$ cat src/rtl/gdd_pkg.sv
// Shared types, constants and calendar functions for the date decrement core.
`timescale 1ns / 1ps
package gdd_pkg;

  // span unit codes
  typedef enum logic [2:0] {
    REQ_DAY     = 3'd0,
    REQ_WEEK    = 3'd1,
    REQ_MONTH   = 3'd2,
    REQ_YEAR    = 3'd3,
    REQ_DECADE  = 3'd4,
    REQ_CENTURY = 3'd5
  } req_type_t;

  typedef enum logic [1:0] {
    ST_IDLE = 2'b01,
    ST_RUN  = 2'b10
  } state_t;

  typedef struct packed {
    logic load;     // capture and normalize the input beat
    logic step;     // one iteration of the day or month walk
    logic publish;  // move the finished date into the output register
  } gdd_cmd_t;

  typedef struct packed {
    logic done;     // nothing left to subtract
  } gdd_sts_t;

  localparam int DayW   = 5;
  localparam int MonthW = 4;
  localparam int YearW  = 16;
  localparam int CountW = 15;
  localparam int RemW   = 18;  // holds 7 * max count

  localparam logic [MonthW-1:0] MONTH_JAN = 4'd1;
  localparam logic [MonthW-1:0] MONTH_FEB = 4'd2;
  localparam logic [MonthW-1:0] MONTH_DEC = 4'd12;
  localparam logic [DayW-1:0]   DAY_LAST_DEC = 5'd31;
  localparam logic [DayW-1:0]   FEB_LEAP = 5'd29;
  localparam logic [DayW-1:0]   FEB_PLAIN = 5'd28;

  localparam logic [DayW-1:0] MONTH_LEN [12] = '{
    5'd31, 5'd28, 5'd31, 5'd30, 5'd31, 5'd30,
    5'd31, 5'd31, 5'd30, 5'd31, 5'd30, 5'd31
  };

  // Divisibility by 25 through the modular inverse: the year is biased by a
  // multiple of 25 to make it non-negative, then x*inv mod 2^17 <= (2^17-1)/25
  // exactly when x is a multiple of 25.
  localparam logic [16:0] DIV25_BIAS  = 17'd32775;
  localparam logic [16:0] DIV25_INV   = 17'd89129;
  localparam logic [16:0] DIV25_LIMIT = 17'd5242;

  function automatic logic is_leap(input logic [YearW-1:0] y);
    logic [16:0] u;
    logic [16:0] q;
    logic        div25;
    u     = {y[YearW-1], y} + DIV25_BIAS;
    q     = u * DIV25_INV;
    div25 = (q <= DIV25_LIMIT);
    // by 4 and not by 100, or by 400 (by 4 settled, 100 -> 25, 400 -> 16 and 25)
    return (y[1:0] == 2'd0) && (!div25 || (y[3:0] == 4'd0));
  endfunction

  function automatic logic [DayW-1:0] days_in(input logic [MonthW-1:0] m,
                                              input logic [YearW-1:0] y);
    logic [MonthW-1:0] idx;
    idx = m - MONTH_JAN;
    if (m == MONTH_FEB) begin
      return is_leap(y) ? FEB_LEAP : FEB_PLAIN;
    end
    return MONTH_LEN[idx];
  endfunction

endpackage

$ cat src/rtl/gdd_ctrl.sv
// Sequencer for the date decrement core: load, iterate, publish.
`timescale 1ns / 1ps
module gdd_ctrl (
  input  logic              clk,
  input  logic              rst_n,
  input  logic              in_valid,
  output logic              in_stall,
  output logic              out_valid,
  input  logic              out_stall,
  input  gdd_pkg::gdd_sts_t sts,
  output gdd_pkg::gdd_cmd_t cmd
);
  import gdd_pkg::*;

  state_t st_r, st_nxt;
  logic   out_valid_r, out_valid_nxt;
  logic   out_free;

  assign out_free  = !out_valid_r || !out_stall;
  assign in_stall  = (st_r != ST_IDLE);
  assign out_valid = out_valid_r;

  always_comb begin
    st_nxt = st_r;
    cmd    = '0;
    unique case (st_r)
      ST_IDLE: begin
        if (in_valid) begin
          cmd.load = 1'b1;
          st_nxt   = ST_RUN;
        end
      end
      ST_RUN: begin
        if (!sts.done) begin
          cmd.step = 1'b1;
        end else if (out_free) begin
          cmd.publish = 1'b1;
          st_nxt      = ST_IDLE;
        end
      end
      default: st_nxt = ST_IDLE;
    endcase
  end

  always_comb begin
    out_valid_nxt = out_valid_r;
    if (cmd.publish) begin
      out_valid_nxt = 1'b1;
    end else if (!out_stall) begin
      out_valid_nxt = 1'b0;
    end
  end

  always_ff @(posedge clk) begin
    if (!rst_n) begin
      st_r        <= ST_IDLE;
      out_valid_r <= 1'b0;
    end else begin
      st_r        <= st_nxt;
      out_valid_r <= out_valid_nxt;
    end
  end

  a_load_idle: assert property (@(posedge clk) disable iff (!rst_n)
    cmd.load |-> st_r == ST_IDLE) else $error("load outside idle");
  a_step_live: assert property (@(posedge clk) disable iff (!rst_n)
    cmd.step |-> !sts.done && st_r == ST_RUN) else $error("step after done");
  a_pub_free: assert property (@(posedge clk) disable iff (!rst_n)
    cmd.publish |-> sts.done && out_free) else $error("publish over pending beat");
  a_pub_valid: assert property (@(posedge clk) disable iff (!rst_n)
    cmd.publish |=> out_valid_r && st_r == ST_IDLE) else $error("publish lost");

endmodule

$ cat src/rtl/gdd_datapath.sv
// Date registers, remaining count and step logic of the date decrement core.
`timescale 1ns / 1ps
module gdd_datapath (
  input  logic                           clk,
  input  gdd_pkg::gdd_cmd_t              cmd,
  output gdd_pkg::gdd_sts_t              sts,
  input  logic [2:0]                     in_req_type,
  input  logic [gdd_pkg::CountW-1:0]     in_span_count,
  input  logic [gdd_pkg::DayW-1:0]       in_start_day,
  input  logic [gdd_pkg::MonthW-1:0]     in_start_month,
  input  logic signed [gdd_pkg::YearW-1:0] in_start_year,
  output logic [gdd_pkg::DayW-1:0]       out_result_day,
  output logic [gdd_pkg::MonthW-1:0]     out_result_month,
  output logic signed [gdd_pkg::YearW-1:0] out_result_year
);
  import gdd_pkg::*;

  logic [DayW-1:0]   d_r, d_nxt;
  logic [MonthW-1:0] m_r, m_nxt;
  logic [YearW-1:0]  y_r, y_nxt;
  logic [RemW-1:0]   rem_r, rem_nxt;
  logic              month_mode_r, month_mode_nxt;
  logic [DayW-1:0]   od_r;
  logic [MonthW-1:0] om_r;
  logic [YearW-1:0]  oy_r;

  logic [DayW-1:0]   d_in, dm1, prev_len;
  logic [MonthW-1:0] m_in, m_prev;
  logic [YearW-1:0]  y_in, y_prev;
  logic [RemW-1:0]   cnt_x7;
  logic [YearW-1:0]  cnt_x10;
  logic [YearW-1:0]  cnt_x100;

  assign d_in = (in_start_day == '0) ? 5'd1 : in_start_day;
  assign m_in = (in_start_month == '0) ? MONTH_JAN :
                (in_start_month > MONTH_DEC) ? MONTH_DEC : in_start_month;
  assign y_in = in_start_year;

  assign cnt_x7   = RemW'(in_span_count) * 18'd7;
  // only the low year bits matter, the year wraps anyway
  assign cnt_x10  = YearW'(in_span_count) * 16'd10;
  assign cnt_x100 = YearW'(in_span_count) * 16'd100;

  // month before the current one, with its year and length
  assign m_prev   = (m_r == MONTH_JAN) ? MONTH_DEC : m_r - 4'd1;
  assign y_prev   = (m_r == MONTH_JAN) ? y_r - 16'd1 : y_r;
  assign prev_len = days_in(m_prev, y_prev);
  assign dm1      = d_r - 5'd1;

  assign sts.done = (rem_r == '0);

  always_comb begin
    d_nxt          = d_r;
    m_nxt          = m_r;
    y_nxt          = y_r;
    rem_nxt        = rem_r;
    month_mode_nxt = month_mode_r;
    if (cmd.load) begin
      d_nxt          = d_in;
      m_nxt          = m_in;
      y_nxt          = y_in;
      rem_nxt        = '0;
      month_mode_nxt = 1'b0;
      unique case (in_req_type)
        REQ_DAY:     rem_nxt = RemW'(in_span_count);
        REQ_WEEK:    rem_nxt = cnt_x7;
        REQ_MONTH: begin
          rem_nxt        = RemW'(in_span_count);
          month_mode_nxt = 1'b1;
        end
        REQ_YEAR:    y_nxt = y_in - YearW'(in_span_count);
        REQ_DECADE:  y_nxt = y_in - cnt_x10;
        REQ_CENTURY: y_nxt = y_in - cnt_x100;
        default:     ;
      endcase
    end else if (cmd.step) begin
      if (month_mode_r) begin
        m_nxt   = m_prev;
        y_nxt   = y_prev;
        d_nxt   = (d_r > prev_len) ? prev_len : d_r;
        rem_nxt = rem_r - 18'd1;
      end else if (d_r > 5'd1) begin
        // slide down within the month in one go
        if (rem_r < RemW'(dm1)) begin
          d_nxt   = d_r - rem_r[DayW-1:0];
          rem_nxt = '0;
        end else begin
          d_nxt   = 5'd1;
          rem_nxt = rem_r - RemW'(dm1);
        end
      end else begin
        m_nxt   = m_prev;
        y_nxt   = y_prev;
        d_nxt   = prev_len;
        rem_nxt = rem_r - 18'd1;
      end
    end
  end

  always_ff @(posedge clk) begin
    d_r          <= d_nxt;
    m_r          <= m_nxt;
    y_r          <= y_nxt;
    rem_r        <= rem_nxt;
    month_mode_r <= month_mode_nxt;
    if (cmd.publish) begin
      od_r <= d_r;
      om_r <= m_r;
      oy_r <= y_r;
    end
  end

  assign out_result_day   = od_r;
  assign out_result_month = om_r;
  assign out_result_year  = $signed(oy_r);

endmodule

$ cat src/rtl/gregorian_date_decrement_core.sv
// Sequence: load, the walk, publish once the output register is free. Year,
// decade and century spans skip the walk; a day or week span takes about two
// steps per month it crosses (slide to day 1, then roll back), a month span one.
// One beat in flight at a time; the next beat is taken as soon as the result
// sits in the output register, even while that result is stalled.
// rst_n (synchronous, active low) clears the sequencer and the output valid.
`timescale 1ns / 1ps
module gregorian_date_decrement_core (
  input  logic                             clk,
  input  logic                             rst_n,
  input  logic                             in_valid,
  output logic                             in_stall,
  input  logic [2:0]                       in_req_type,
  input  logic [gdd_pkg::CountW-1:0]       in_span_count,
  input  logic [gdd_pkg::DayW-1:0]         in_start_day,
  input  logic [gdd_pkg::MonthW-1:0]       in_start_month,
  input  logic signed [gdd_pkg::YearW-1:0] in_start_year,
  output logic                             out_valid,
  input  logic                             out_stall,
  output logic [gdd_pkg::DayW-1:0]         out_result_day,
  output logic [gdd_pkg::MonthW-1:0]       out_result_month,
  output logic signed [gdd_pkg::YearW-1:0] out_result_year
);
  import gdd_pkg::*;

  gdd_cmd_t cmd;
  gdd_sts_t sts;

  gdd_ctrl u_ctrl (
    .clk       (clk),
    .rst_n     (rst_n),
    .in_valid  (in_valid),
    .in_stall  (in_stall),
    .out_valid (out_valid),
    .out_stall (out_stall),
    .sts       (sts),
    .cmd       (cmd)
  );

  gdd_datapath u_dp (
    .clk              (clk),
    .cmd              (cmd),
    .sts              (sts),
    .in_req_type      (in_req_type),
    .in_span_count    (in_span_count),
    .in_start_day     (in_start_day),
    .in_start_month   (in_start_month),
    .in_start_year    (in_start_year),
    .out_result_day   (out_result_day),
    .out_result_month (out_result_month),
    .out_result_year  (out_result_year)
  );

endmodule
$ cat config.mk
export PLATFORM = sky130hd
export DESIGN_NAME = gregorian_date_decrement_core
export DESIGN_NICKNAME = d
export VERILOG_FILES = /design/src/rtl/gdd_pkg.sv /design/src/rtl/gdd_ctrl.sv /design/src/rtl/gdd_datapath.sv /design/src/rtl/gregorian_date_decrement_core.sv
export SDC_FILE = /design/constraint.sdc
export NUM_CORES = 1
export LEC_CHECK = 0
export BUFFER_PORTS_ARGS = -buffer_cell sky130_fd_sc_hd__buf_2
export CORE_UTILIZATION = 50
export DETAILED_ROUTE_END_ITERATION = 10
export GPL_TIMING_DRIVEN = 0
export HOLD_SLACK_MARGIN = 0.08
export PLACE_DENSITY_LB_ADDON = 0.2
export SETUP_SLACK_MARGIN = 0.15
export SLEW_MARGIN = 10
export SYNTH_ARGS = -nofsm -noshare
export SYNTH_HDL_FRONTEND = slang
export SYNTH_SLANG_ARGS = --single-unit
$ cat constraint.sdc
create_clock -name clk -period 9.85 [get_ports clk]
set_input_delay 1.97 -clock clk [delete_from_list [all_inputs] [get_ports clk]]
set_output_delay 1.97 -clock clk [all_outputs]
set_load 0.02 [all_outputs]
# Yosys cells after proc, flatten, opt, wreduce, memory -nomap -nowiden
# Memory sizes are Yosys's and may differ from the RTL's.
# Index checks and enable logic that the tools add are counted.
[totals]
rom_bits = 80
elab_cells = 111
register_bits = 72
latch_bits = 0
ram_bits = 0
memories = 1
[memory_table]
columns = ["name", "depth", "word_bits", "read_ports", "rd_clocked_by_memory_dff", "wr", "line", "source"]
rows = [
  ["(name not given)", 16, 5, 1, 0, 0, "gdd_pkg.sv:73", "return MONTH_LEN[idx];"],
]
[classes]
n_mux = 45
eq_ne = 16
n_lt_le_gt_ge = 6
bitwise_logic = 1
shifts = 0
n_addsub = 11
n_mul = 4
div_mod_pow = 0
n_reduce_logical = 17
[ops]
columns = ["cell", "count"]
rows = [
  ["2-to-1 mux 18 bit", 5],
  ["2-to-1 mux 16 bit", 5],
  ["2-to-1 mux 5 bit", 11],
  ["one-hot mux 16 bit (3 select lines)", 1],
  ["one-hot mux 18 bit (2 select lines)", 1],
  ["subtractor 16 bit", 2],
  ["2-to-1 mux 4 bit", 7],
  ["logical NOT 18 bit", 1],
  ["less-than comparator 18 x 5 -> 1 bit", 1],
  ["multiplier 15 x 3 -> 18 bit, second input constant", 1],
  ["subtractor 18 x 1 -> 18 bit, second input constant", 1],
  ["subtractor 18 x 5 -> 18 bit", 1],
  ["adder 17 x 16 -> 17 bit, second input constant", 1],
  ["<= comparator 17 x 13 -> 1 bit, second input constant", 1],
  ["multiplier 17 x 17 -> 17 bit, second input constant", 1],
  ["subtractor 16 x 1 -> 16 bit, second input constant", 1],
  ["subtractor 16 x 15 -> 16 bit", 1],
  ["multiplier 15 x 3 -> 15 bit, second input constant", 1],
  ["multiplier 15 x 5 -> 14 bit, second input constant", 1],
  ["2-to-1 mux 1 bit", 10],
  ["logical NOT 4 bit", 2],
  ["2-to-1 mux 2 bit", 4],
  ["!= test 2 x 1 -> 1 bit, second input constant", 4],
  ["subtractor 4 x 1 -> 4 bit, second input constant", 2],
  ["28 further kinds", 34],
]

# Depth between registers and ports, before layout
# Gate-level depths: netlist (run 1).
[logic_depth]
word_depth = 16
ltp_mapped = 33

# Hierarchy
# From an unflattened synthesis (run 1), not the netlist that was laid out.
[hier_totals]
hier_cells = 1311
hier_area_um2 = 11449.7
[modules_own_cells]
columns = ["mod", "cells_each", "area_each_um2", "n_inst", "seq_area_each_um2"]
rows = [
  ["gdd_datapath", 1294, 11295.8, 1, 2072.0],
  ["gdd_ctrl", 17, 153.9, 1, 60.1],
]

# Worst setup path after synthesis (run 1)
# Ideal clock, no wire load.
[synth_timing]
path_type = "flip-flop to flip-flop"
start = "register u_dp.m_r[1]"
end = "register u_dp.d_r[0] (enable)"
setup_ns = 0.360
required_ns = 9.490
synth_period_minus_slack_ns = 7.670
path_slack_ns = 2.180
path_stages_with_launch = 29
arrival_time_ns = 7.310
cell_sequence = "edfxtp_1 > inv_1 > ha_1 > nor3b_2 > xnor2_1 > inv_1 > ha_1 > nand2_1 > and2_4 > xnor2_1 > ha_1 > ha_1 > fa_1 > fa_1 > inv_1 > fa_1 > inv_1 > fa_1 > ha_1 > a2111oi_0 > nor3_1 > xor2_1 > xnor3_1 > nand3b_1 > and2_1 > ha_1 > a21oi_1 > o21ai_0 > a31oi_1"
[synth_between]
elab_chain_len = 14
word_cells_on_any_way = 25
[synth_rtl]
columns = ["element", "line", "source"]
rows = [
  ["start: declaration", "gdd_datapath.sv:19", "logic [MonthW-1:0] m_r, m_nxt;"],
  ["start signal: assignment", "gdd_datapath.sv:102", "m_r <= m_nxt;"],
  ["equality test 4 x 1 -> 1 bit", "gdd_datapath.sv:45, gdd_datapath.sv:46", ""],
  ["2-to-1 mux 16 bit", "gdd_datapath.sv:46", "assign y_prev = (m_r == MONTH_JAN) ? y_r - 16'd1 : y_r;"],
  ["adder 17 x 16 -> 17 bit", "gdd_pkg.sv:59", "u = {y[YearW-1], y} + DIV25_BIAS;"],
  ["multiplier 17 x 17 -> 17 bit", "gdd_pkg.sv:60", "q = u * DIV25_INV;"],
  ["<= comparator 17 x 13 -> 1 bit", "gdd_pkg.sv:61", "div25 = (q <= DIV25_LIMIT);"],
  ["logical NOT 1 bit", "gdd_pkg.sv:63", "return (y[1:0] == 2'd0) && (!div25 || (y[3:0] == 4'd0));"],
  ["logical OR 1 bit", "gdd_pkg.sv:63", ""],
  ["logical AND 1 bit", "gdd_pkg.sv:63", ""],
  ["2-to-1 mux 1 bit", "gdd_pkg.sv:71", "return is_leap(y) ? FEB_LEAP : FEB_PLAIN;"],
  ["2-to-1 mux 5 bit", "gdd_pkg.sv:70", "if (m == MONTH_FEB) begin"],
  ["2-to-1 mux 5 bit *", "gdd_pkg.sv:73", ""],
  ["> comparator 5 bit *", "gdd_datapath.sv:80", "d_nxt = (d_r > prev_len) ? prev_len : d_r;"],
  ["!= test 3 bit (no source line) *", "n/a", ""],
  ["AND reduction 2 bit (no source line) *", "n/a", ""],
  ["end signal: assignment", "gdd_datapath.sv:101", "d_r <= d_nxt;"],
  ["end: declaration", "gdd_datapath.sv:18", "logic [DayW-1:0] d_r, d_nxt;"],
]
# Mark *: on every way between the ends. The rest lies on a longest branch, timed or not. The select of a mux whose other input is x is not followed.
# A chain may end at the register's enable or synchronous reset.

# Worst setup path in the final report (run 1)
[layout_timing]
start = "register u_dp.m_r[1]"
end = "register u_dp.d_r[2] (enable)"
# Same word-level chain as after synthesis.

==> results of run 1 <==
## placed cells by master, fill, tap and decap left out, types with 11 or more instances in the layout
master    count
o21bai_1     15
xnor2_1      82
ha_1        200
o21ai_0      75
clkbuf_1     27
a21o_1       30
or3_1        16
edfxtp_1     69
nand3_1      32
o211ai_1     14
nor2b_1      14
nor3_1       36
xor2_1       48
nor2_1       73
buf_2        74
a31oi_1      14
fa_1         49
nand2_1      76
a211oi_1     11
inv_1       156
a21oi_1     106
## routing by layer
| layer | routed length (µm) | global-route usage (%) | vias to the layer above |
|---|---|---|---|
| li1 | - | - | 4837 |
| met1 | 13900 | 35.9 | 4540 |
| met2 | 12800 | 41.4 | 299 |
| met3 | 1530 | 2.65 | 35 |
| met4 | 518 | 6.51 | 0 |
| met5 | 0 | 0 | - |
## logic make-up (layout without fill, tap and decap cells)
kind of cell | Yosys count | count (layout) | share of synthesized area (%)
AO/OA/AOI/OAI | 343 | 343 | 19.2
AND/OR/NAND/NOR | 320 | 320 | 14.4
adder cells (fa/ha/maj) | 249 | 249 | 30.8
buffers and inverters | 185 | 277 | 6.23
XOR/XNOR | 132 | 132 | 10.4
flip-flops | 72 | 72 | 18.9
multiplexers | 2 | 2 | 0.177
## final cells by class
cell class	instances	share of cell area, %
timing repair buffer	76	3.22
inverter	156	4.73
buffer	29	0.950
multi-input combinational	1046	68.5
clock buffer	9	1.82
tap	280	2.83
clock inverter	7	0.697
sequential	72	17.2
## registers in the layout (all words and copies together), names as in the netlist, 2 cells and up
| name | count |
|---|---|
| u_dp.rem_r | 18 |
| u_dp.out_result_day | 5 |
| u_dp.m_r | 4 |
| u_dp.y_r | 16 |
| u_dp.d_r | 5 |
| u_dp.out_result_year | 16 |
| u_ctrl.st_r | 2 |
| u_dp.out_result_month | 4 |
## per-stage QoR
stage / utilization, % / cells / power (mW) / cell area (µm²)
2_1_floorplan: - / 1303 / 2.28 / 11300
3_3_place_gp: 54.7 / 1656 / 2.69 / 12000
3_5_place_dp: 54.9 / 1659 / 2.72 / 12100
4_1_cts: 56.3 / 1675 / 3.08 / 12400
5_1_grt: 56.4 / 1675 / 3.41 / 12400
6_report: 56.4 / 1675 / 3.08 / 12400
## repair_timing
item | in CTS | in global routing
hold buffers | 0 | 0
setup endpoints to repair | 0 | 5
resized for setup | 0 | 1
setup buffers | 0 | 0
## worst max-delay path: cells and delay by family, from the launching register on
family                   cells  cell delay, ps
buffers and inverters        4             500
AND/OR/NAND/NOR              6            1290
AO/OA/AOI/OAI                8            1810
adder cells (fa/ha/maj)      9            3150
XOR/XNOR                     4            1330
flip-flops                   1             470
## power breakdown
part / total [mW] / internal (mW) / switching (mW)
clock: 0.344 / 0.219 / 0.125
combinational: 2.33 / 1.10 / 1.24
sequential: 0.405 / 0.373 / 0.0321
total: 3.08 / 1.69 / 1.39
## final timing paths
kind | startpoint | slack [ps] | endpoint
setup / recovery | u_dp.m_r[1]$_DFFE_PP_ | 940 | u_dp.d_r[2]$_DFFE_PP_
hold / removal | u_dp.y_r[5]$_DFFE_PP_ | 450 | u_dp.out_result_year[5]$_DFFE_PP_
setup reg to reg | u_dp.m_r[1]$_DFFE_PP_ | 940 | u_dp.d_r[2]$_DFFE_PP_
hold reg to reg | u_dp.y_r[5]$_DFFE_PP_ | 450 | u_dp.out_result_year[5]$_DFFE_PP_
==> impl_metrics.yaml, run 1 <==
route:
  wirelength_um: 28700
  drt_iter0_drc: 630
  post-route-drc-count: 7
  vias: 9711
  routedWlPerCell_um: 17.2
  drtAntennaViolNets: 0
  viasPerCell: 5.80
  drtPass1Iterations: 9
logic_synthesis:
  async_reset_ff_share_pct: 0
  syn-cell-area_um2: 11300
  synth_cell_type_count: 75
  synthFlopType: "edfxtp_1"
  synth-edff-count: 69
  ys_ff_latch: 72
  yosysMostFrequentCell: "ha_1"
  synthTopCellsByCount: "200 x ha_1, 156 x inv_1, 107 x a21oi_1"
  syn_inst: 1303
  syn_nets: 1599
  yosys_warnings: 0
  avgSynthCellArea_um2: 8.67
  yosysSeqAreaShare_pct: 18.9
  yosys.area.top_type: "ha_1"
  synth_top_area_share_pct: 22.2
  synth_area_leaders: "ha_1 22%, edfxtp_1 18%, fa_1 8.7%"
global_routing:
  antenna_found_initial: 0
  grt_start_max_net_pins: 19
  overflow: 0
  grt_pass1_wl_um: 46900
  grt_pass1_vias: 9114
  grtUsageTotal_pct: 25.4
die:
  num_rows: 54
  fp.dieH_um: 152
  io_pins: 74
  dieArea_um2: 23200
  core_um2: 22000
  fp.dieW_um: 152
  start_util_pct: 51.4
timing:
  fmax_mhz: 112
  skew_ps: 11.1
  max_slew.worst_pin.slew_ps: 1000
  drv_slew: 0
  min_period_over_period_pct: 90.4
  final.setup.tns_ps: 0
  min_period_ps: 8910
  rsz0062_at_grt: "false"
  relSlewSlack_pct: 32.5
  hold_viol: 0
  timing.final.ws_setup_ps: 944
  setup_viol: 0
  hold_slack_ps: 453
setup_path:
  cp.required_ps: 9820
  reg2regPathDepth: 31
  worstSetupEndpointType: "register"
  crit_type: "reg2reg"
  cp_max_fo: 9
  path_common_cell: "ha_1"
  crit_path_top_delay_cell: "fa_1"
  cp_data_arrival_time_ps: 8880
  slowest_delay_ps: 540
  cp-start-kind: "register"
pwr:
  p_leak_nw: 5.57
  power_density_nw_per_um2: 249
  ir_drop_mv: 0.233
cts:
  cts_buffer_depth: 2
  cts.sinks: 72
  cts_buffers: 9
  htreeDepth: 3
  clk_pin_slew_ps: 50
  root_buffer: "clkbuf_16"
  clk_latency_ps: 340
  cts_tree: "yes"
final_layout:
  fill_cells: 1985
  area_growth_pct: 9.58
  n_antenna_cell: 0
  final-seq-area_um2: 2130
  drive_above_1_share_pct: 8.39
  multi_input_area_um2: 8480
  fin_nets: 1686
place:
  dp_hpwl_um: 23100
  numPortBuffers: 73
  place_ws_ps: 763
  place_congestion: 0.889
run:
  drv_cap: 0
status:
  violations: "DRC"
  run_status: "finished with violations"
worst_hold_path:
  hp-class: "reg2reg"
  hold_depth: 0
Note: power is estimated with default switching activity, not from simulation.
==> inputs of run 2 (changes only) <==
Clock period 9.85 ns to 11.5 ns, I/O delays scaled along.
==> run 2 against run 1 <==
Effect of this change: combinational power fell by 14%; non-clock buffer count unchanged; total power shrank 14%; register-to-register slack better by 1400 ps; design area hardly changed; critical path type unchanged; clock-buffer cell count unchanged; clock power fell by 14%; sequential power down 14%; via count shrank 0.44%; global-route usage stayed put; sequential share of layout area barely moved; setup slack improved by 1400 ps; the run still ends with DRC left.
==> impl_metrics.yaml, run 2 (synthesis results as in run 1) <==
route:
  viasPerCell: 5.77
  drtAntennaViolNets: 0
  wirelength_um: 28800
  post-route-drc-count: 7
  drtPass1Iterations: 9
  vias: 9668
  routedWlPerCell_um: 17.2
  drt_iter0_drc: 666
final_layout:
  largest_register_ffs: 18
  instances_no_fill: 1675
  fin_nets: 1686
  drive_above_1_share_pct: 8.32
  final_cell_mix: "200 x ha_1, 156 x inv_1, 106 x a21oi_1"
  area_growth_pct: 9.51
  fin_util_pct: 56.3
  n_antenna_cell: 0
  regMostFlops: "u_dp.rem_r"
  layout_commonest_cell: "ha_1"
setup_path:
  worst_path_dominant_cell_family: "adder cells"
  reg2regPathDepth: 30
  cp.depth: 30
  cp-start-kind: "register"
  cp.required_ps: 11470
  crit_type: "reg2reg"
  critPathBufInv: 4
  crit_path_top_delay_cell: "xnor2_1"
  cp_max_fo: 9
  path_common_cell: "xnor2_1"
  worstSetupEndpointType: "register"
  cp_data_arrival_time_ps: 9080
  slowest_delay_ps: 630
timing:
  drv_slew: 0
  min_period_ps: 9110
  skew_ps: 11.5
  timing.final.ws_setup_ps: 2390
  hold_slack_ps: 453
  setup_viol: 0
  rsz0062_at_grt: "false"
  min_period_over_period_pct: 79.2
  max_slew.worst_pin.slew_ps: 1040
  hold_viol: 0
  relSlewSlack_pct: 30.4
  fmax_mhz: 110
  final.setup.tns_ps: 0
cts:
  cts_setup_buffers: 0
  htreeDepth: 3
  cts_tree: "yes"
  cts.sinks: 72
  root_buffer: "clkbuf_16"
  hold_buffers: 0
  clk_pin_slew_ps: 50
  cts_buffer_depth: 2
  clk_latency_ps: 340
  cts_resized: 0
  cts_buffers: 9
pwr:
  ir_drop_mv: 0.199
  p_leak_nw: 5.57
  power_density_nw_per_um2: 213
global_routing:
  grt_start_max_net_pins: 19
  overflow: 0
  grt_pass1_wl_um: 46900
  antenna_found_initial: 0
  grt_pass1_vias: 9114
  grtUsageTotal_pct: 25.4
run:
  drv_cap: 0
die:
  fp.dieW_um: 152
  fp.dieH_um: 152
  num_rows: 54
  start_util_pct: 51.4
  io_pins: 74
  core_um2: 22000
  dieArea_um2: 23200
status:
  violations: "DRC"
  run_status: "finished with violations"
place:
  numPortBuffers: 73
  place_congestion: 0.889
  dp.cells: 1659
  place_ws_ps: 2410
  dp_hpwl_um: 23100
worst_hold_path:
  hold_depth: 0
  hp-class: "reg2reg"
[run 2: cell count changes in the layout (fill, tap and decap cells not counted)]
| cell | previous run | this run |
|---|---|---|
| xnor2_1 | 82 | 83 |
| xnor2_2 | 1 | 0 |
[run 2: worst register-to-register path: cells and delay by family, from the launching register on]
| kind | cells | cell delay [ps] |
|---|---|---|
| buffers and inverters | 4 | 550 |
| AND/OR/NAND/NOR | 5 | 1160 |
| adder cells (fa/ha/maj) | 9 | 3570 |
| flip-flops | 1 | 470 |
| XOR/XNOR | 9 | 2300 |
| AO/OA/AOI/OAI | 3 | 700 |
[run 2: final cells by class]
cell class                 count  area [µm²]
fill                        1986        9590
multi-input combinational   1046        8470
sequential                    72        2130
inverter                     156         586
timing repair buffer          76         399
tap                          280         350
clock buffer                   9         225
buffer                        29         118
clock inverter                 7        86.3
[run 2: per-layer routing]
metal	up-vias	share of wire (%)	global-route usage, %
li1	4837	-	-
met3	35	5.2	2.65
met4	0	1.8	6.51
met5	-	0	0
met1	4520	48	35.9
met2	276	45	41.4
[run 2: through the flow]
step	power (mW)	instance area, µm²
after floorplan	1.95	11300
after global placement	2.30	12000
after detailed placement	2.33	12100
after CTS	2.64	12400
after global routing	2.92	12400
final	2.64	12400
[run 2: path summary, 6_finish.rpt]
check | from | to | slack (ps)
worst max-delay path | u_dp.m_r[1]$_DFFE_PP_ | u_dp.d_r[2]$_DFFE_PP_ | 2390
worst max register to register | u_dp.m_r[1]$_DFFE_PP_ | u_dp.d_r[2]$_DFFE_PP_ | 2390
worst min register to register | u_dp.y_r[5]$_DFFE_PP_ | u_dp.out_result_year[5]$_DFFE_PP_ | 450
worst min-delay path | u_dp.y_r[5]$_DFFE_PP_ | u_dp.out_result_year[5]$_DFFE_PP_ | 450
[run 2: power breakdown]
| group | internal (mW) | switching (mW) |
|---|---|---|
| logic | 0.939 | 1.06 |
| clock network | 0.188 | 0.107 |
| registers | 0.319 | 0.0276 |
==> inputs of run 3 (changes only) <==
Clock period 11.5 ns to 8 ns, I/O delays scaled along.
==> run 3 against run 2 <==
Effect of this change: the run still ends with DRC left; routed wire length increased by 4.7%; sequential cell count unchanged; fmax is 19% higher; first-iteration DRC count up 5.6%; core utilization up 3.1 points; clock-buffer cell count did not move; critical path depth grew 2; setup slack lost 2100 ps; clock skew shrank 2.8 ps; largest cell class unchanged; largest power group unchanged.
==> impl_metrics.yaml, run 3 (synthesis results as in run 1) <==
die:
  dieArea_um2: 23200
  fp.dieW_um: 152
  num_rows: 54
  core_um2: 22000
  io_pins: 74
  start_util_pct: 51.4
  fp.dieH_um: 152
setup_path:
  worstSetupEndpointType: "register"
  cp-start-kind: "register"
  slowest_delay_ps: 530
  r2r-end: "u_dp.d_r[2]$_DFFE_PP_"
  crit_path_top_delay_cell: "fa_1"
  cp.required_ps: 8020
  crit_type: "reg2reg"
  cp_data_arrival_time_ps: 7700
  r2r_slack_ps: 320
  reg2regPathDepth: 32
  r2r-start: "u_dp.m_r[1]$_DFFE_PP_"
  cp_max_fo: 6
route:
  drtAntennaViolNets: 0
  wirelength_um: 30100
  post-route-drc-count: 7
  drtPass1Iterations: 8
  viasPerCell: 5.83
  vias: 9937
  drt_iter0_drc: 703
  routedWlPerCell_um: 17.7
timing:
  setup_viol: 0
  relSlewSlack_pct: 30.1
  rsz0062_at_grt: "false"
  fmax_mhz: 130
  min_period_over_period_pct: 96.0
  min_period_ps: 7680
  hold_viol: 0
  hold_slack_ps: 453
  drv_slew: 0
  max_slew.worst_pin.slew_ps: 1040
  skew_ps: 8.68
  timing.final.ws_setup_ps: 317
place:
  place_ws_ps: -1090
  numPortBuffers: 73
  place_congestion: 0.889
  dp_hpwl_um: 23100
cts:
  hold_buffers: 0
  clk_latency_ps: 340
  htreeDepth: 3
  root_buffer: "clkbuf_16"
  cts_buffers: 9
  cts.sinks: 72
  clk_pin_slew_ps: 50
  cts_tree: "yes"
  cts_buffer_depth: 2
global_routing:
  grt_start_max_net_pins: 19
  grtUsageTotal_pct: 25.8
  grt_pass1_vias: 9316
  grt_pass1_wl_um: 47600
  antenna_found_initial: 0
  overflow: 0
status:
  violations: "DRC"
  run_status: "finished with violations"
final_layout:
  regMostFlops: "u_dp.rem_r"
  fin_util_pct: 59.4
  final_cell_mix: "192 x ha_1, 153 x inv_1, 102 x a21oi_1"
  largest_register_ffs: 18
  area_growth_pct: 15.6
  drive_above_1_share_pct: 13.9
  fin_nets: 1716
  layout_commonest_cell: "ha_1"
  fill_cells: 1868
  n_antenna_cell: 0
worst_hold_path:
  min_from: "u_dp.y_r[5]$_DFFE_PP_"
  hold_depth: 0
  whs_endpoint: "u_dp.out_result_year[5]$_DFFE_PP_"
  hp-class: "reg2reg"
pwr:
  ir_drop_mv: 0.353
  power_density_nw_per_um2: 308
  p_leak_nw: 5.83
run:
  drv_cap: 0
run 3: cell types whose count changed in the layout (fill, tap and decap cells not counted), sizes merged:
cell  previous run  this run
buf             78       108
run 3: layout make-up:
cell class | instances | area [µm²] | share of cell area, %
Multi-Input combinational cell | 1046 | 8910 | 68.3
Sequential cell | 72 | 2130 | 16.3
Timing Repair Buffer | 106 | 641 | 4.91
Inverter | 156 | 588 | 4.51
Tap cell | 280 | 350 | 2.68
Clock buffer | 9 | 225 | 1.73
Buffer | 29 | 118 | 0.901
Clock inverter | 7 | 86.3 | 0.661
run 3: power breakdown:
| part | internal [mW] | switching, mW | leakage (nW) |
|---|---|---|---|
| Clock | 0.270 | 0.155 | 0.154 |
| Combinational | 1.45 | 1.64 | 5.01 |
| Sequential | 0.459 | 0.0417 | 0.668 |
| Total | 2.18 | 1.83 | 5.83 |
run 3: how the worst max path moves through the flow:
stage	from	end	depth (start not counted)
detailed placement	u_dp.m_r[1]$_DFFE_PP_	u_dp.d_r[3]$_DFFE_PP_	30
global route	u_dp.m_r[1]$_DFFE_PP_	u_dp.d_r[1]$_DFFE_PP_	32
global placement	u_dp.m_r[1]$_DFFE_PP_	u_dp.d_r[4]$_DFFE_PP_	30
CTS	u_dp.m_r[1]$_DFFE_PP_	u_dp.d_r[2]$_DFFE_PP_	30
floorplan	u_dp.m_r[1]$_DFFE_PP_	u_dp.d_r[0]$_DFFE_PP_	28
finish	u_dp.m_r[1]$_DFFE_PP_	u_dp.d_r[2]$_DFFE_PP_	32
run 3: timing repair:
action                                  in CTS  in global routing
endpoints found under the setup margin       6                  5
pin swaps                                    9                 26
gates resized for setup                     34                 43
setup buffers                               13                 17
run 3: per-layer routing:
metal | up-vias | wire (µm) | track usage, %
li1 | 4906 | - | -
met1 | 4647 | 14000 | 35.9
met2 | 333 | 13600 | 42.3
met3 | 51 | 1770 | 2.87
met4 | 0 | 691 | 7.29
met5 | - | 0 | 0
run 3: stage by stage:
step,power [mW],TNS [ps],cell area (µm²),std cells
3_3_place_gp,3.31,-5350,12000,1656
2_1_floorplan,2.81,0,11300,1303
5_1_grt,4.41,0,13100,1705
3_5_place_dp,3.35,-5450,12100,1659
4_1_cts,3.88,0,12600,1688
6_report,4.02,0,13100,1705
run 3: critical path, delay by kind of cell, from the launching register on:
family	cells	cell delay, ps
buf+inv	8	810
simple gates	9	1810
flops	1	430
compound gates	3	490
fa+ha+maj	8	2990
xor+xnor	4	800
